===== src/hw/rtl/srrw_pkg.sv =====
// Shared types, constants and helpers for the selective-repeat receiver window.
// No dependencies; every other file in hw/rtl imports this package.
package srrw_pkg;

   localparam int SEQ_W       = 8;
   localparam int WIN_W       = 6;
   localparam int MAX_WINDOW  = 32;
   localparam int SLOT_W      = $clog2(MAX_WINDOW);
   localparam int RESULT_CAP  = 32;
   localparam int CNT_W       = $clog2(RESULT_CAP + 1);
   localparam int QUEUE_DEPTH = 2;
   localparam int QUEUE_AW    = (QUEUE_DEPTH > 1) ? $clog2(QUEUE_DEPTH) : 1;
   localparam int QUEUE_CW    = $clog2(QUEUE_DEPTH + 1);

   localparam logic [WIN_W-1:0] WIN_RESET = WIN_W'(8);
   localparam logic [SEQ_W-1:0] SEQ_LAST  = {SEQ_W{1'b1}};

   localparam logic KIND_ACK = 1'b0;
   localparam logic KIND_NAK = 1'b1;

   // One classified frame handed from the front end to the back end
   typedef struct packed {
      logic [SEQ_W-1:0]  seq;
      logic [SLOT_W-1:0] slot;
   } frame_type;

   // Clamp the programmed width to 1 .. MAX_WINDOW
   function automatic logic [WIN_W-1:0] eff_width(input logic [WIN_W-1:0] sz);
      logic [WIN_W-1:0] w;
      w = sz;
      if (sz == '0) begin
         w = WIN_W'(1);
      end else if (sz > WIN_W'(MAX_WINDOW)) begin
         w = WIN_W'(MAX_WINDOW);
      end
      return w;
   endfunction

   // One restoring remainder step: shift in one dividend bit, subtract if it fits
   function automatic logic [SLOT_W-1:0] mod_step(input logic [SLOT_W-1:0] rem,
                                                  input logic              dbit,
                                                  input logic [WIN_W-1:0]  w);
      logic [SLOT_W:0] r;
      r = {rem, dbit};
      if (r >= (SLOT_W+1)'(w)) begin
         r = r - (SLOT_W+1)'(w);
      end
      return r[SLOT_W-1:0];
   endfunction

endpackage


===== src/hw/rtl/srrw_mod_unit.sv =====
// Iterative remainder unit: 8-bit value modulo the window width, two bits per cycle.
// Depends on srrw_pkg.
module srrw_mod_unit
   import srrw_pkg::*;
(
   input  logic              clock,
   input  logic              reset,
   input  logic              start_i,
   input  logic [SEQ_W-1:0]  dividend_i,
   input  logic [WIN_W-1:0]  divisor_i,
   output logic              done_o,
   output logic [SLOT_W-1:0] rem_o
);

   localparam int STEPS = SEQ_W / 2;
   localparam int STEP_W = $clog2(STEPS);

   logic                busy_ff, busy_in;
   logic [STEP_W-1:0]   step_ff, step_in;
   logic [SLOT_W-1:0]   rem_ff, rem_in;
   logic [SEQ_W-1:0]    dvd_ff, dvd_in;
   logic [SLOT_W-1:0]   rem_mid, rem_new;

   assign rem_mid = mod_step(rem_ff, dvd_ff[SEQ_W-1], divisor_i);
   assign rem_new = mod_step(rem_mid, dvd_ff[SEQ_W-2], divisor_i);
   assign done_o  = busy_ff && (step_ff == STEP_W'(STEPS - 1));
   assign rem_o   = rem_new;

   always_comb begin
      busy_in = busy_ff;
      step_in = step_ff;
      rem_in  = rem_ff;
      dvd_in  = dvd_ff;
      if (busy_ff) begin
         rem_in  = rem_new;
         dvd_in  = {dvd_ff[SEQ_W-3:0], 2'b00};
         step_in = step_ff + STEP_W'(1);
         if (done_o) begin
            busy_in = 1'b0;
         end
      end else if (start_i) begin
         busy_in = 1'b1;
         step_in = '0;
         rem_in  = '0;
         dvd_in  = dividend_i;
      end
   end

   always_ff @(posedge clock) begin
      if (reset) begin
         busy_ff <= 1'b0;
         step_ff <= '0;
      end else begin
         busy_ff <= busy_in;
         step_ff <= step_in;
      end
      rem_ff <= rem_in;
      dvd_ff <= dvd_in;
   end

endmodule


===== src/hw/rtl/srrw_front.sv =====
// Front end: accepts a frame request and computes its bitmap slot (seq mod width).
// Depends on srrw_pkg and srrw_mod_unit.
module srrw_front
   import srrw_pkg::*;
(
   input  logic             clock,
   input  logic             reset,
   input  logic             req_valid,
   output logic             req_stall,
   input  logic [SEQ_W-1:0] req_seq_num,
   input  logic [WIN_W-1:0] win_w_i,
   input  logic             q_full_i,
   output logic             push_o,
   output frame_type        push_data_o
);

   logic             busy_ff, busy_in;
   logic [SEQ_W-1:0] seq_ff, seq_in;
   logic             accept;
   logic             mod_done;
   logic [SLOT_W-1:0] mod_rem;

   assign req_stall = busy_ff || q_full_i;
   assign accept    = req_valid && !req_stall;

   srrw_mod_unit u_mod (
      .clock      (clock),
      .reset      (reset),
      .start_i    (accept),
      .dividend_i (req_seq_num),
      .divisor_i  (win_w_i),
      .done_o     (mod_done),
      .rem_o      (mod_rem)
   );

   // queue space was checked at accept and only this side fills it
   assign push_o           = mod_done;
   assign push_data_o.seq  = seq_ff;
   assign push_data_o.slot = mod_rem;

   always_comb begin
      busy_in = busy_ff;
      seq_in  = seq_ff;
      if (accept) begin
         busy_in = 1'b1;
         seq_in  = req_seq_num;
      end else if (mod_done) begin
         busy_in = 1'b0;
      end
   end

   always_ff @(posedge clock) begin
      if (reset) begin
         busy_ff <= 1'b0;
      end else begin
         busy_ff <= busy_in;
      end
      seq_ff <= seq_in;
   end

endmodule


===== src/hw/rtl/srrw_queue.sv =====
// Small FIFO of classified frames between the front end and the back end.
// Depends on srrw_pkg.
module srrw_queue
   import srrw_pkg::*;
(
   input  logic      clock,
   input  logic      reset,
   input  logic      push_i,
   input  frame_type push_data_i,
   input  logic      pop_i,
   output logic      valid_o,
   output logic      full_o,
   output frame_type head_o
);

   frame_type            mem_ff [QUEUE_DEPTH];
   logic [QUEUE_AW-1:0]  wr_ptr_ff, wr_ptr_in;
   logic [QUEUE_AW-1:0]  rd_ptr_ff, rd_ptr_in;
   logic [QUEUE_CW-1:0]  count_ff, count_in;
   logic                 do_push, do_pop;

   function automatic logic [QUEUE_AW-1:0] ptr_next(input logic [QUEUE_AW-1:0] p);
      logic [QUEUE_AW-1:0] n;
      n = p + QUEUE_AW'(1);
      if (p == QUEUE_AW'(QUEUE_DEPTH - 1)) begin
         n = '0;
      end
      return n;
   endfunction

   assign valid_o = (count_ff != '0);
   assign full_o  = (count_ff == QUEUE_CW'(QUEUE_DEPTH));
   assign head_o  = mem_ff[rd_ptr_ff];
   assign do_push = push_i && !full_o;
   assign do_pop  = pop_i && valid_o;

   always_comb begin
      wr_ptr_in = do_push ? ptr_next(wr_ptr_ff) : wr_ptr_ff;
      rd_ptr_in = do_pop ? ptr_next(rd_ptr_ff) : rd_ptr_ff;
      count_in  = count_ff;
      if (do_push && !do_pop) begin
         count_in = count_ff + QUEUE_CW'(1);
      end else if (do_pop && !do_push) begin
         count_in = count_ff - QUEUE_CW'(1);
      end
   end

   always_ff @(posedge clock) begin
      if (reset) begin
         wr_ptr_ff <= '0;
         rd_ptr_ff <= '0;
         count_ff  <= '0;
      end else begin
         wr_ptr_ff <= wr_ptr_in;
         rd_ptr_ff <= rd_ptr_in;
         count_ff  <= count_in;
      end
      if (do_push) begin
         mem_ff[wr_ptr_ff] <= push_data_i;
      end
   end

endmodule


===== src/hw/rtl/srrw_back.sv =====
// Back end: NAK decision, arrival bitmap, release walk and the reply output register.
// Depends on srrw_pkg and srrw_mod_unit.
module srrw_back
   import srrw_pkg::*;
(
   input  logic             clock,
   input  logic             reset,
   input  logic [WIN_W-1:0] win_w_i,
   input  logic             csr_we_i,
   input  logic             q_valid_i,
   input  frame_type        q_head_i,
   output logic             q_pop_o,
   output logic             rsp_valid,
   input  logic             rsp_stall,
   output logic             rsp_reply_kind,
   output logic [SEQ_W-1:0] rsp_reply_num,
   output logic             rsp_last_reply
);

   localparam logic [1:0] B_IDLE = 2'd0;
   localparam logic [1:0] B_FIX  = 2'd1;
   localparam logic [1:0] B_NAK  = 2'd2;
   localparam logic [1:0] B_WALK = 2'd3;

   logic [1:0]            state_ff, state_in;
   logic [SEQ_W-1:0]      expected_ff, expected_in;
   logic [SLOT_W-1:0]     exp_slot_ff, exp_slot_in;
   logic                  nak_allowed_ff, nak_allowed_in;
   logic [MAX_WINDOW-1:0] arrived_ff, arrived_in;
   logic                  stale_ff, stale_in;
   logic [SEQ_W-1:0]      seq_ff, seq_in;
   logic [SLOT_W-1:0]     slot_ff, slot_in;
   logic [CNT_W-1:0]      count_ff, count_in;
   logic                  rsp_valid_ff, rsp_valid_in;
   logic                  rsp_kind_ff, rsp_kind_in;
   logic [SEQ_W-1:0]      rsp_num_ff, rsp_num_in;
   logic                  rsp_last_ff, rsp_last_in;

   logic                  out_free;
   logic [SEQ_W-1:0]      seq_gap;
   logic                  in_win, mark, nak, walk_go, more;
   logic [SLOT_W:0]       slot_inc;
   logic [SLOT_W-1:0]     next_slot;
   logic [MAX_WINDOW-1:0] cleared;
   logic                  fix_start, fix_done;
   logic [SLOT_W-1:0]     fix_rem;

   assign fix_start = (state_ff == B_IDLE) && q_valid_i && stale_ff;

   // recompute the lower-edge slot after the width has been rewritten
   srrw_mod_unit u_fix (
      .clock      (clock),
      .reset      (reset),
      .start_i    (fix_start),
      .dividend_i (expected_ff),
      .divisor_i  (win_w_i),
      .done_o     (fix_done),
      .rem_o      (fix_rem)
   );

   assign out_free = !rsp_valid_ff || !rsp_stall;
   assign seq_gap  = seq_ff - expected_ff;
   assign in_win   = seq_gap < SEQ_W'(win_w_i);
   assign mark     = in_win && !arrived_ff[slot_ff];
   assign nak      = (seq_ff != expected_ff) && nak_allowed_ff;
   assign walk_go  = mark && (arrived_ff[exp_slot_ff] || (slot_ff == exp_slot_ff));

   assign slot_inc = {1'b0, exp_slot_ff} + (SLOT_W+1)'(1);
   always_comb begin
      if (expected_ff == SEQ_LAST) begin
         next_slot = '0;
      end else if (slot_inc == (SLOT_W+1)'(win_w_i)) begin
         next_slot = '0;
      end else begin
         next_slot = slot_inc[SLOT_W-1:0];
      end
   end

   assign cleared = arrived_ff & ~(MAX_WINDOW'(1) << exp_slot_ff);
   assign more    = cleared[next_slot] && (count_ff != CNT_W'(RESULT_CAP - 1));

   always_comb begin
      state_in       = state_ff;
      expected_in    = expected_ff;
      exp_slot_in    = exp_slot_ff;
      nak_allowed_in = nak_allowed_ff;
      arrived_in     = arrived_ff;
      stale_in       = stale_ff;
      seq_in         = seq_ff;
      slot_in        = slot_ff;
      count_in       = count_ff;
      q_pop_o        = 1'b0;
      rsp_valid_in   = rsp_valid_ff && rsp_stall;
      rsp_kind_in    = rsp_kind_ff;
      rsp_num_in     = rsp_num_ff;
      rsp_last_in    = rsp_last_ff;

      unique case (state_ff)
         B_IDLE: begin
            if (q_valid_i) begin
               q_pop_o  = 1'b1;
               seq_in   = q_head_i.seq;
               slot_in  = q_head_i.slot;
               state_in = stale_ff ? B_FIX : B_NAK;
            end
         end
         B_FIX: begin
            if (fix_done) begin
               exp_slot_in = fix_rem;
               stale_in    = 1'b0;
               state_in    = B_NAK;
            end
         end
         B_NAK: begin
            // hold while a NAK has no room in the output register
            if (!nak || out_free) begin
               if (nak) begin
                  rsp_valid_in   = 1'b1;
                  rsp_kind_in    = KIND_NAK;
                  rsp_num_in     = expected_ff;
                  rsp_last_in    = !walk_go;
                  nak_allowed_in = 1'b0;
               end
               if (mark) begin
                  arrived_in[slot_ff] = 1'b1;
               end
               count_in = nak ? CNT_W'(1) : '0;
               state_in = walk_go ? B_WALK : B_IDLE;
            end
         end
         B_WALK: begin
            if (out_free) begin
               rsp_valid_in   = 1'b1;
               rsp_kind_in    = KIND_ACK;
               rsp_num_in     = expected_ff;
               rsp_last_in    = !more;
               arrived_in     = cleared;
               nak_allowed_in = 1'b1;
               expected_in    = expected_ff + SEQ_W'(1);
               exp_slot_in    = next_slot;
               count_in       = count_ff + CNT_W'(1);
               if (!more) begin
                  state_in = B_IDLE;
               end
            end
         end
         default: begin
            state_in = B_IDLE;
         end
      endcase

      if (csr_we_i) begin
         stale_in = 1'b1;
      end
   end

   always_ff @(posedge clock) begin
      if (reset) begin
         state_ff       <= B_IDLE;
         expected_ff    <= '0;
         exp_slot_ff    <= '0;
         nak_allowed_ff <= 1'b1;
         arrived_ff     <= '0;
         stale_ff       <= 1'b0;
         count_ff       <= '0;
         rsp_valid_ff   <= 1'b0;
      end else begin
         state_ff       <= state_in;
         expected_ff    <= expected_in;
         exp_slot_ff    <= exp_slot_in;
         nak_allowed_ff <= nak_allowed_in;
         arrived_ff     <= arrived_in;
         stale_ff       <= stale_in;
         count_ff       <= count_in;
         rsp_valid_ff   <= rsp_valid_in;
      end
      seq_ff      <= seq_in;
      slot_ff     <= slot_in;
      rsp_kind_ff <= rsp_kind_in;
      rsp_num_ff  <= rsp_num_in;
      rsp_last_ff <= rsp_last_in;
   end

   assign rsp_valid      = rsp_valid_ff;
   assign rsp_reply_kind = rsp_kind_ff;
   assign rsp_reply_num  = rsp_num_ff;
   assign rsp_last_reply = rsp_last_ff;

endmodule


===== src/hw/rtl/selective_repeat_receiver_window_core.sv =====
// Top level of the selective-repeat receiver window: width register, front end,
// frame queue and back end. Depends on srrw_pkg, srrw_front, srrw_queue, srrw_back.
//
//   Port group   Direction   Handshake            Carries
//   req_*        in          req_valid/req_stall  received frame sequence number
//   rsp_*        out         rsp_valid/rsp_stall  ACK/NAK replies, last marks end of run
//   csr_*        in          csr_we               receive window width
//
// The front end takes one request at a time: the slot (seq mod width) comes from
// a remainder unit that retires two bits a cycle. For each request the back end pops
// the queue, decides on a NAK, then walks the ACK releases; on the first request after
// a width write it first recomputes the lower-edge slot. A two-entry queue lets
// the front keep accepting while the back end waits on rsp_stall. Reset clears the
// window state and sets the width to 8.
module selective_repeat_receiver_window_core
   import srrw_pkg::*;
(
   input  logic             clock,
   input  logic             reset,
   input  logic             req_valid,
   output logic             req_stall,
   input  logic [SEQ_W-1:0] req_seq_num,
   output logic             rsp_valid,
   input  logic             rsp_stall,
   output logic             rsp_reply_kind,
   output logic [SEQ_W-1:0] rsp_reply_num,
   output logic             rsp_last_reply,
   input  logic             csr_we,
   input  logic [WIN_W-1:0] csr_wdata
);

   logic [WIN_W-1:0] window_size_ff, window_size_in;
   logic [WIN_W-1:0] win_w;
   logic             q_push, q_pop, q_valid, q_full;
   frame_type        q_push_data, q_head;

   assign window_size_in = csr_we ? csr_wdata : window_size_ff;
   assign win_w          = eff_width(window_size_ff);

   always_ff @(posedge clock) begin
      if (reset) begin
         window_size_ff <= WIN_RESET;
      end else begin
         window_size_ff <= window_size_in;
      end
   end

   srrw_front u_front (
      .clock       (clock),
      .reset       (reset),
      .req_valid   (req_valid),
      .req_stall   (req_stall),
      .req_seq_num (req_seq_num),
      .win_w_i     (win_w),
      .q_full_i    (q_full),
      .push_o      (q_push),
      .push_data_o (q_push_data)
   );

   srrw_queue u_queue (
      .clock       (clock),
      .reset       (reset),
      .push_i      (q_push),
      .push_data_i (q_push_data),
      .pop_i       (q_pop),
      .valid_o     (q_valid),
      .full_o      (q_full),
      .head_o      (q_head)
   );

   srrw_back u_back (
      .clock          (clock),
      .reset          (reset),
      .win_w_i        (win_w),
      .csr_we_i       (csr_we),
      .q_valid_i      (q_valid),
      .q_head_i       (q_head),
      .q_pop_o        (q_pop),
      .rsp_valid      (rsp_valid),
      .rsp_stall      (rsp_stall),
      .rsp_reply_kind (rsp_reply_kind),
      .rsp_reply_num  (rsp_reply_num),
      .rsp_last_reply (rsp_last_reply)
   );

endmodule


===== config.mk =====
export PLATFORM = sky130hd
export DESIGN_NAME = selective_repeat_receiver_window_core
export DESIGN_NICKNAME = d
export VERILOG_FILES = /design/src/hw/rtl/srrw_pkg.sv /design/src/hw/rtl/srrw_mod_unit.sv /design/src/hw/rtl/srrw_front.sv /design/src/hw/rtl/srrw_queue.sv /design/src/hw/rtl/srrw_back.sv /design/src/hw/rtl/selective_repeat_receiver_window_core.sv
export SDC_FILE = /design/constraint.sdc
export NUM_CORES = 1
export LEC_CHECK = 0
export BUFFER_PORTS_ARGS = -buffer_cell sky130_fd_sc_hd__buf_2
export CAP_MARGIN = 20
export CORE_MARGIN = 1
export CORE_UTILIZATION = 59
export DETAILED_ROUTE_END_ITERATION = 10
export PLACE_DENSITY_LB_ADDON = 0.08
export SETUP_SLACK_MARGIN = 0.02
export SYNTH_ARGS = -nofsm -noshare
export SYNTH_HDL_FRONTEND = slang
export SYNTH_SLANG_ARGS = --single-unit
export TNS_END_PERCENT = 10

===== constraint.sdc =====
create_clock -name clock -period 10.99 [get_ports clock]
set_input_delay 2.198 -clock clock [delete_from_list [all_inputs] [get_ports clock]]
set_output_delay 2.198 -clock clock [all_outputs]
set_load 0.1 [all_outputs]

==> results of run 1 <==
==> worst register-to-register path: stages, from the launching register on <==
cell	delay [ps]
sky130_fd_sc_hd__dfxtp_1	360
sky130_fd_sc_hd__nor4_1	260
sky130_fd_sc_hd__o21ai_0	180
sky130_fd_sc_hd__inv_1	190
sky130_fd_sc_hd__ha_1	170
sky130_fd_sc_hd__inv_1	60
sky130_fd_sc_hd__fa_1	480
sky130_fd_sc_hd__a211oi_1	250
sky130_fd_sc_hd__o21bai_1	140
sky130_fd_sc_hd__o32a_1	410
sky130_fd_sc_hd__mux2_2	340
sky130_fd_sc_hd__ha_1	340
sky130_fd_sc_hd__nand2_1	80
sky130_fd_sc_hd__a211o_1	290
sky130_fd_sc_hd__a21oi_1	470
sky130_fd_sc_hd__mux2_2	420
sky130_fd_sc_hd__and2_1	160
==> worst max-delay path by stage <==
stage | slack [ps] | startpoint | endpoint
detailed placement | 6200 | window_size_ff[1]$_SDFFE_PP0P_ | u_front.u_mod.rem_ff[3]$_SDFFCE_PN0P_
global route | 5650 | window_size_ff[1]$_SDFFE_PP0P_ | u_back.exp_slot_ff[0]$_SDFFE_PP0P_
floorplan | 6640 | window_size_ff[1]$_SDFFE_PP0P_ | u_front.u_mod.rem_ff[1]$_SDFFCE_PN0P_
CTS | 6170 | window_size_ff[1]$_SDFFE_PP0P_ | u_back.exp_slot_ff[0]$_SDFFE_PP0P_
global placement | 6370 | window_size_ff[1]$_SDFFE_PP0P_ | u_front.u_mod.rem_ff[3]$_SDFFCE_PN0P_
finish | 6160 | window_size_ff[1]$_SDFFE_PP0P_ | u_front.u_mod.rem_ff[1]$_SDFFCE_PN0P_
==> per-stage QoR <==
stage	cell area, µm²	std cells	setup WS (ps)	hold slack, ps	util [%]
floorplan	9170	917	6640	421	-
global placement	9400	1093	6370	427	61.8
detailed placement	9400	1093	6200	434	61.8
CTS	9960	1125	6170	450	65.5
global route	9980	1127	5650	459	65.6
finish	9980	1127	6160	450	65.6
==> metal layers <==
layer | global-route usage, % | vias up | wire length, µm
met5 | 0 | - | 0
li1 | - | 3414 | -
met3 | 5.61 | 70 | 1620
met1 | 39.4 | 3542 | 9840
met2 | 51.8 | 333 | 11400
met4 | 13.3 | 0 | 857
==> power breakdown <==
part           internal (mW)  total, mW  switching (mW)  leakage, nW
sequential             0.734      0.826          0.0918         1.36
combinational          0.333      0.842           0.509         2.01
clock                  0.299      0.558           0.259        0.279
==> logic make-up (layout without fill, tap and decap cells) <==
family | count (synthesis) | in the layout | synth area share, %
AO/OA/AOI/OAI | 255 | 255 | 18.0
AND/OR/NAND/NOR | 252 | 252 | 13.8
flip-flops | 156 | 156 | 42.7
buffers and inverters | 104 | 126 | 4.57
multiplexers | 53 | 53 | 8.96
adder cells (fa/ha/maj) | 52 | 52 | 7.43
XOR/XNOR | 45 | 45 | 4.46
==> sequential cells by signal, indices dropped and copies added, names as in the netlist, 2 cells and up <==
register and cells:
u_back.u_fix.step_ff 2, u_back.seq_ff 8, window_size_ff 6, u_back.count_ff 6, u_queue.count_ff 2, u_front.u_mod.step_ff 2
u_front.u_mod.rem_ff 5, u_back.rsp_reply_num 8, u_back.expected_ff 8, u_back.state_ff 2, u_back.u_fix.dvd_ff 8, u_back.slot_ff 5
u_front.u_mod.dvd_ff 8, u_queue.mem_ff 26, u_back.exp_slot_ff 5, u_front.seq_ff 8, u_back.u_fix.rem_ff 5, u_back.arrived_ff 32
==> area by class of cell <==
type | instances | area (µm²) | share of cell area [%]
Timing Repair Buffer | 39 | 221 | 2.22
Clock buffer | 18 | 429 | 4.30
Tap cell | 188 | 235 | 2.36
Sequential cell | 156 | 3910 | 39.2
Inverter | 55 | 206 | 2.07
Clock inverter | 14 | 129 | 1.29
Multi-Input combinational cell | 657 | 4840 | 48.5
==> placed cells by master (no fill, tap or decap), drive strengths merged, types with 5 or more instances in the layout <==
master and instances:
fa 5, o22ai 8, nand4 15, clkinv 5
edfxtp 79, ha 44, nand2b 9, mux2i 16
o211ai 7, dfxtp 77, nand3 19, o31ai 7
a21oi 57, mux4 19, a221oi 8, buf 39
nor3b 6, a22oi 6, and2 12, a211oi 14
o21ai 80, nand2 72, nor2b 5, xnor2 26
mux2 18, xor2 18, nand3b 5, nor3 11
and3 5, o21a 16, a31oi 9, inv 64
nor2 72, clkbuf 18, a21o 10
==> results.rst, run 1 <==
.. list-table::
   :header-rows: 1

   * - Metric
     - Value
   * - Root Buffer Master
     - sky130_fd_sc_hd__clkbuf_16
   * - Total power
     - 2.23 mW
   * - Most instantiated cells after synthesis
     - 79 x sky130_fd_sc_hd__edfxtp_1, 79 x sky130_fd_sc_hd__o21ai_0, 77 x sky130_fd_sc_hd__dfxtp_1
   * - Maximum ir drop on the vdd rail
     - 0.000199 V
   * - Synth Warn #
     - 0
   * - Vertical die dimension
     - 127 µm
   * - Fraction of the cycle the final worst path needs
     - 44.0%
   * - Stage delay of the slowest cell on the critical path
     - 480 ps
   * - Class of the most critical setup path
     - flip-flop to flip-flop
   * - Detailed-route DRC error count
     - 0
   * - Synth Instances
     - 917
   * - Type of the worst min-delay path
     - flip-flop to flip-flop
   * - Result of the run
     - finished clean
   * - Critical path depth
     - 16
   * - Post-route antenna net violation count
     - 0
   * - Diode insertion count for antenna repair
     - 0
   * - Clock Skews
     - 13.1 ps
   * - Core Rows
     - 45
   * - Global-route wire length before repair
     - 37.9 mm
   * - Cell breakdown of the critical path
     - nor4_1 > o21ai_0 > inv_1 > ha_1 > inv_1 > fa_1 > a211oi_1 > o21bai_1 > o32a_1 > mux2_2 > ha_1 > nand2_1 > a211o_1 > a21oi_1 > mux2_2 > and2_1
   * - Number of vias per cell after detailed routing
     - 6.53
   * - Max Root-Sink Buffers
     - 2
   * - Number of global-route vias before repair
     - 7138
   * - CP Data Required Time
     - 11170 ps
   * - Startpoint of the worst hold path
     - u_front.seq_ff[2]$_DFFE_PP_
   * - Die X
     - 127 µm
   * - Vias
     - 7359
   * - Post-synth cell types
     - 75
   * - # Post-CTS Setup Buffers
     - 0
   * - Total routing resource utilization after global routing
     - 30.9%
   * - Starting density of the core
     - 60.3%
   * - IO Count
     - 31
   * - Total die area
     - 16000 µm²
   * - Cell class contributing the biggest share of worst-path delay
     - compound AO/OA/AOI/OAI gates
   * - Depth of the worst hold-timing path
     - 0
   * - Routability congestion estimate from global placement
     - 0.989
   * - Number of flops mapped to enable cells by yosys
     - 79
   * - CTS H-Tree Depth
     - 4
   * - CTS tree
     - done
   * - Post-synthesis sequential area ratio
     - 42.7%
   * - Initial DRT Pass Iterations
     - 6
   * - Layout area overhead
     - 8.85%
   * - Crit path max fanout
     - 8
   * - Total of hold buffers inserted after clock tree synthesis
     - 0
   * - Total routed wirelength
     - 23.7 mm
   * - DR iter-0 viols
     - 738
   * - Share of cells above drive strength 1
     - 12.0%
   * - Power per standard cell area
     - 223 nW/µm²
   * - Detailed placement HPWL
     - 17.0 mm
   * - Pins over their slew limit
     - 0
   * - Nets in the synthesized netlist
     - 985
   * - Headroom to the max-slew limit
     - 34.6%
   * - Core region area
     - 15200 µm²
   * - Transition time at the pin with the least slew margin
     - 981 ps
   * - Register-to-Register Setup Slack
     - 6160 ps
   * - Number of hold-slack violations in the final timing report
     - 0
   * - Slowest CP cell
     - sky130_fd_sc_hd__fa_1
   * - Endpoint kind of the worst setup timing path
     - flip-flop
   * - Total standard cell area after synthesis
     - 9170 µm²
   * - Share of synthesized flip-flops with an asynchronous set or reset
     - 0%
   * - Initial antenna violation count
     - 0
   * - Layout fillers
     - 1180
   * - Count of max-cap constraint violations
     - 0
   * - Startpoint Class
     - flip-flop
   * - Most frequently used flop master after synthesis
     - sky130_fd_sc_hd__edfxtp_1
   * - Path depth of the worst reg2reg path
     - 16
   * - Wire length per cell
     - 21.1 µm
   * - Final period demand of the worst path
     - 4830 ps
   * - Worst path buffer plus inverter count
     - 2
   * - Maximum number of pins on one net before global-route repair
     - 43
   * - Area share of the leading cell type in the synthesized netlist
     - 25.9%
   * - Critical path data arrival time
     - 5010 ps
   * - Final-layout setup total negative slack
     - 0 ps
   * - CTS Sinks
     - 156
   * - Static Leakage
     - 3.65 nW
   * - Insertion delay of the later-clocked pin in the worst-skew pair
     - 430 ps
   * - Number of CTS-inserted buffers
     - 17
   * - R2R Path End
     - u_front.u_mod.rem_ff[1]$_SDFFCE_PN0P_
   * - Port bufs
     - 30
   * - Count of nets after finishing
     - 994
   * - Number of synthesized register bits
     - 156
   * - Origin of the critical flop-to-flop path
     - window_size_ff[1]$_SDFFE_PP0P_
   * - Finish-stage setup viols
     - 0
   * - Setup repair after global routing missed its margin
     - false
   * - Mapped Avg Cell Area
     - 9.99 µm²
   * - Grt ovf
     - 0
   * - Area contributors post-synth
     - sky130_fd_sc_hd__edfxtp_1 26%, sky130_fd_sc_hd__dfxtp_1 17%, sky130_fd_sc_hd__ha_1 6.0%, sky130_fd_sc_hd__o21ai_0 4.3%, sky130_fd_sc_hd__a21oi_1 3.1%
   * - Clock-pin slew reported for the worst setup and hold paths after clock tree synthesis
     - 70 ps
   * - Post-cts resize count
     - 0
   * - Hold worst-path end
     - u_queue.mem_ff[1][7]$_DFFE_PP_
   * - Library cell occupying the most area in the post-synthesis netlist
     - sky130_fd_sc_hd__edfxtp_1
   * - Fmax
     - 207 MHz
(Power assumes the default switching activity.)
==> run 2: changes to the inputs <==
Clock period 10.99 ns to 4.93 ns, I/O delays scaled along.
==> results.rst, run 2 (same netlist as run 1, synthesis figures left out) <==
.. list-table::
   :header-rows: 1

   * - Metric
     - Value
   * - Result of the run
     - finished clean
   * - Number of global-route vias before repair
     - 7239
   * - Core Rows
     - 45
   * - Port bufs
     - 30
   * - Count of max-cap constraint violations
     - 0
   * - Vias
     - 7384
   * - Total routed wirelength
     - 23.7 mm
   * - Layout area overhead
     - 10.2%
   * - Diode insertion count for antenna repair
     - 0
   * - Transition time at the pin with the least slew margin
     - 1000 ps
   * - Pins over their slew limit
     - 0
   * - Post-cts resize count
     - 0
   * - Number of vias per cell after detailed routing
     - 6.51
   * - Vertical die dimension
     - 127 µm
   * - Total die area
     - 16000 µm²
   * - Final-layout setup total negative slack
     - 0 ps
   * - Register-to-Register Setup Slack
     - 230 ps
   * - Critical path data arrival time
     - 4900 ps
   * - CP Data Required Time
     - 5120 ps
   * - Core region area
     - 15200 µm²
   * - Type of the worst min-delay path
     - flip-flop to flip-flop
   * - Total of hold buffers inserted after clock tree synthesis
     - 0
   * - Routability congestion estimate from global placement
     - 1.01
   * - Die X
     - 127 µm
   * - Count of nets after finishing
     - 1001
   * - Registers with the most flip-flops
     - u_back.arrived_ff (32), u_queue.mem_ff (26)
   * - Initial DRT Pass Iterations
     - 7
   * - DR iter-0 viols
     - 720
   * - Fmax
     - 213 MHz
   * - Number of CTS-inserted buffers
     - 17
   * - CTS tree
     - done
   * - Cell class contributing the biggest share of worst-path delay
     - compound AO/OA/AOI/OAI gates
   * - Share of cells above drive strength 1
     - 12.9%
   * - Slowest CP cell
     - sky130_fd_sc_hd__fa_1
   * - # Post-CTS Setup Buffers
     - 0
   * - Largest register FFs
     - 32
   * - Detailed-route DRC error count
     - 0
   * - Power per standard cell area
     - 507 nW/µm²
   * - Leading cell type in the layout, fill and taps excluded
     - sky130_fd_sc_hd__edfxtp_1
   * - Maximum number of pins on one net before global-route repair
     - 42
   * - Worst path buffer plus inverter count
     - 3
   * - Startpoint Class
     - flip-flop
   * - Class of the most critical setup path
     - flip-flop to flip-flop
   * - Total routing resource utilization after global routing
     - 31.3%
   * - Setup repair after global routing missed its margin
     - false
   * - Static Leakage
     - 3.70 nW
   * - Number of hold-slack violations in the final timing report
     - 0
   * - Grt ovf
     - 0
   * - CTS Sinks
     - 156
   * - Crit-path most repeated cell
     - sky130_fd_sc_hd__inv_1
   * - Detailed placement HPWL
     - 17.2 mm
   * - Register with the most flip-flops
     - u_back.arrived_ff
   * - Initial antenna violation count
     - 0
   * - Global-route wire length before repair
     - 38.2 mm
   * - Clock Skews
     - 11.5 ps
   * - Max Root-Sink Buffers
     - 2
   * - Fraction of the cycle the final worst path needs
     - 95.4%
   * - IO Count
     - 31
   * - Fraction of the core area covered by cells at the end of the flow
     - 66.4%
   * - Post-route antenna net violation count
     - 0
   * - Cell breakdown of the critical path
     - inv_1 > o21ai_0 > inv_1 > ha_1 > inv_1 > fa_1 > a211oi_1 > o21bai_1 > o32a_1 > mux2_2 > ha_1 > nand2_1 > a211o_1 > a21oi_4 > mux2_2 > and2_1
   * - Maximum ir drop on the vdd rail
     - 0.000431 V
   * - Root Buffer Master
     - sky130_fd_sc_hd__clkbuf_16
   * - Stage delay of the slowest cell on the critical path
     - 480 ps
   * - Clock-pin slew reported for the worst setup and hold paths after clock tree synthesis
     - 70 ps
   * - Insertion delay of the later-clocked pin in the worst-skew pair
     - 440 ps
   * - Starting density of the core
     - 60.3%
   * - Crit path max fanout
     - 8
   * - Wire length per cell
     - 20.9 µm
   * - Headroom to the max-slew limit
     - 33.1%
   * - Most frequent cells in the layout
     - 79 x sky130_fd_sc_hd__edfxtp_1, 78 x sky130_fd_sc_hd__o21ai_0, 77 x sky130_fd_sc_hd__dfxtp_1, 72 x sky130_fd_sc_hd__nor2_1, 72 x sky130_fd_sc_hd__nand2_1
   * - Setup slack of the critical path after layout
     - 226 ps
   * - Final period demand of the worst path
     - 4700 ps
   * - Place WS
     - 83.1 ps
   * - Total power
     - 5.12 mW
   * - Finish-stage setup viols
     - 0
   * - CTS H-Tree Depth
     - 4
   * - Endpoint kind of the worst setup timing path
     - flip-flop
-- run 2: layout make-up --
type                       count  area [µm²]
clock inverter                15         193
inverter                      55         206
fill                        1220        5100
sequential                   156        3910
timing repair buffer          46         274
multi-input combinational    657        4850
clock buffer                  17         425
tap                          188         235
-- run 2: worst paths after layout --
kind                                                              end  cells past startpoint                            from
worst max-delay path            u_front.u_mod.rem_ff[1]$_SDFFCE_PN0P_                     16  window_size_ff[5]$_SDFFE_PP0P_
worst min-delay path                   u_queue.mem_ff[1][8]$_DFFE_PP_                      0     u_front.seq_ff[3]$_DFFE_PP_
worst max register to register  u_front.u_mod.rem_ff[1]$_SDFFCE_PN0P_                     16  window_size_ff[5]$_SDFFE_PP0P_
worst min register to register         u_queue.mem_ff[1][8]$_DFFE_PP_                      0     u_front.seq_ff[3]$_DFFE_PP_
-- run 2: routing by layer --
| metal | up-vias | part of all wire [%] | GRT usage (%) |
|---|---|---|---|
| met5 | - | 0 | 0 |
| li1 | 3432 | - | - |
| met2 | 297 | 48 | 52.0 |
| met4 | 0 | 4.2 | 16.2 |
| met3 | 78 | 5.9 | 6.58 |
| met1 | 3577 | 42 | 38.6 |
-- run 2: metrics by stage --
stage	hold slack [ps]	instance area [µm²]	std cells
finish	448	10100	1134
global route	452	10100	1134
CTS	447	10100	1132
detailed placement	430	9450	1100
global placement	427	9450	1100
floorplan	421	9170	917
-- run 2: report_power, final --
part	total (mW)	internal, mW	switching [mW]
sequential	1.85	1.64	0.210
clock	1.35	0.732	0.619
combinational	1.93	0.763	1.16
total	5.12	3.13	1.99
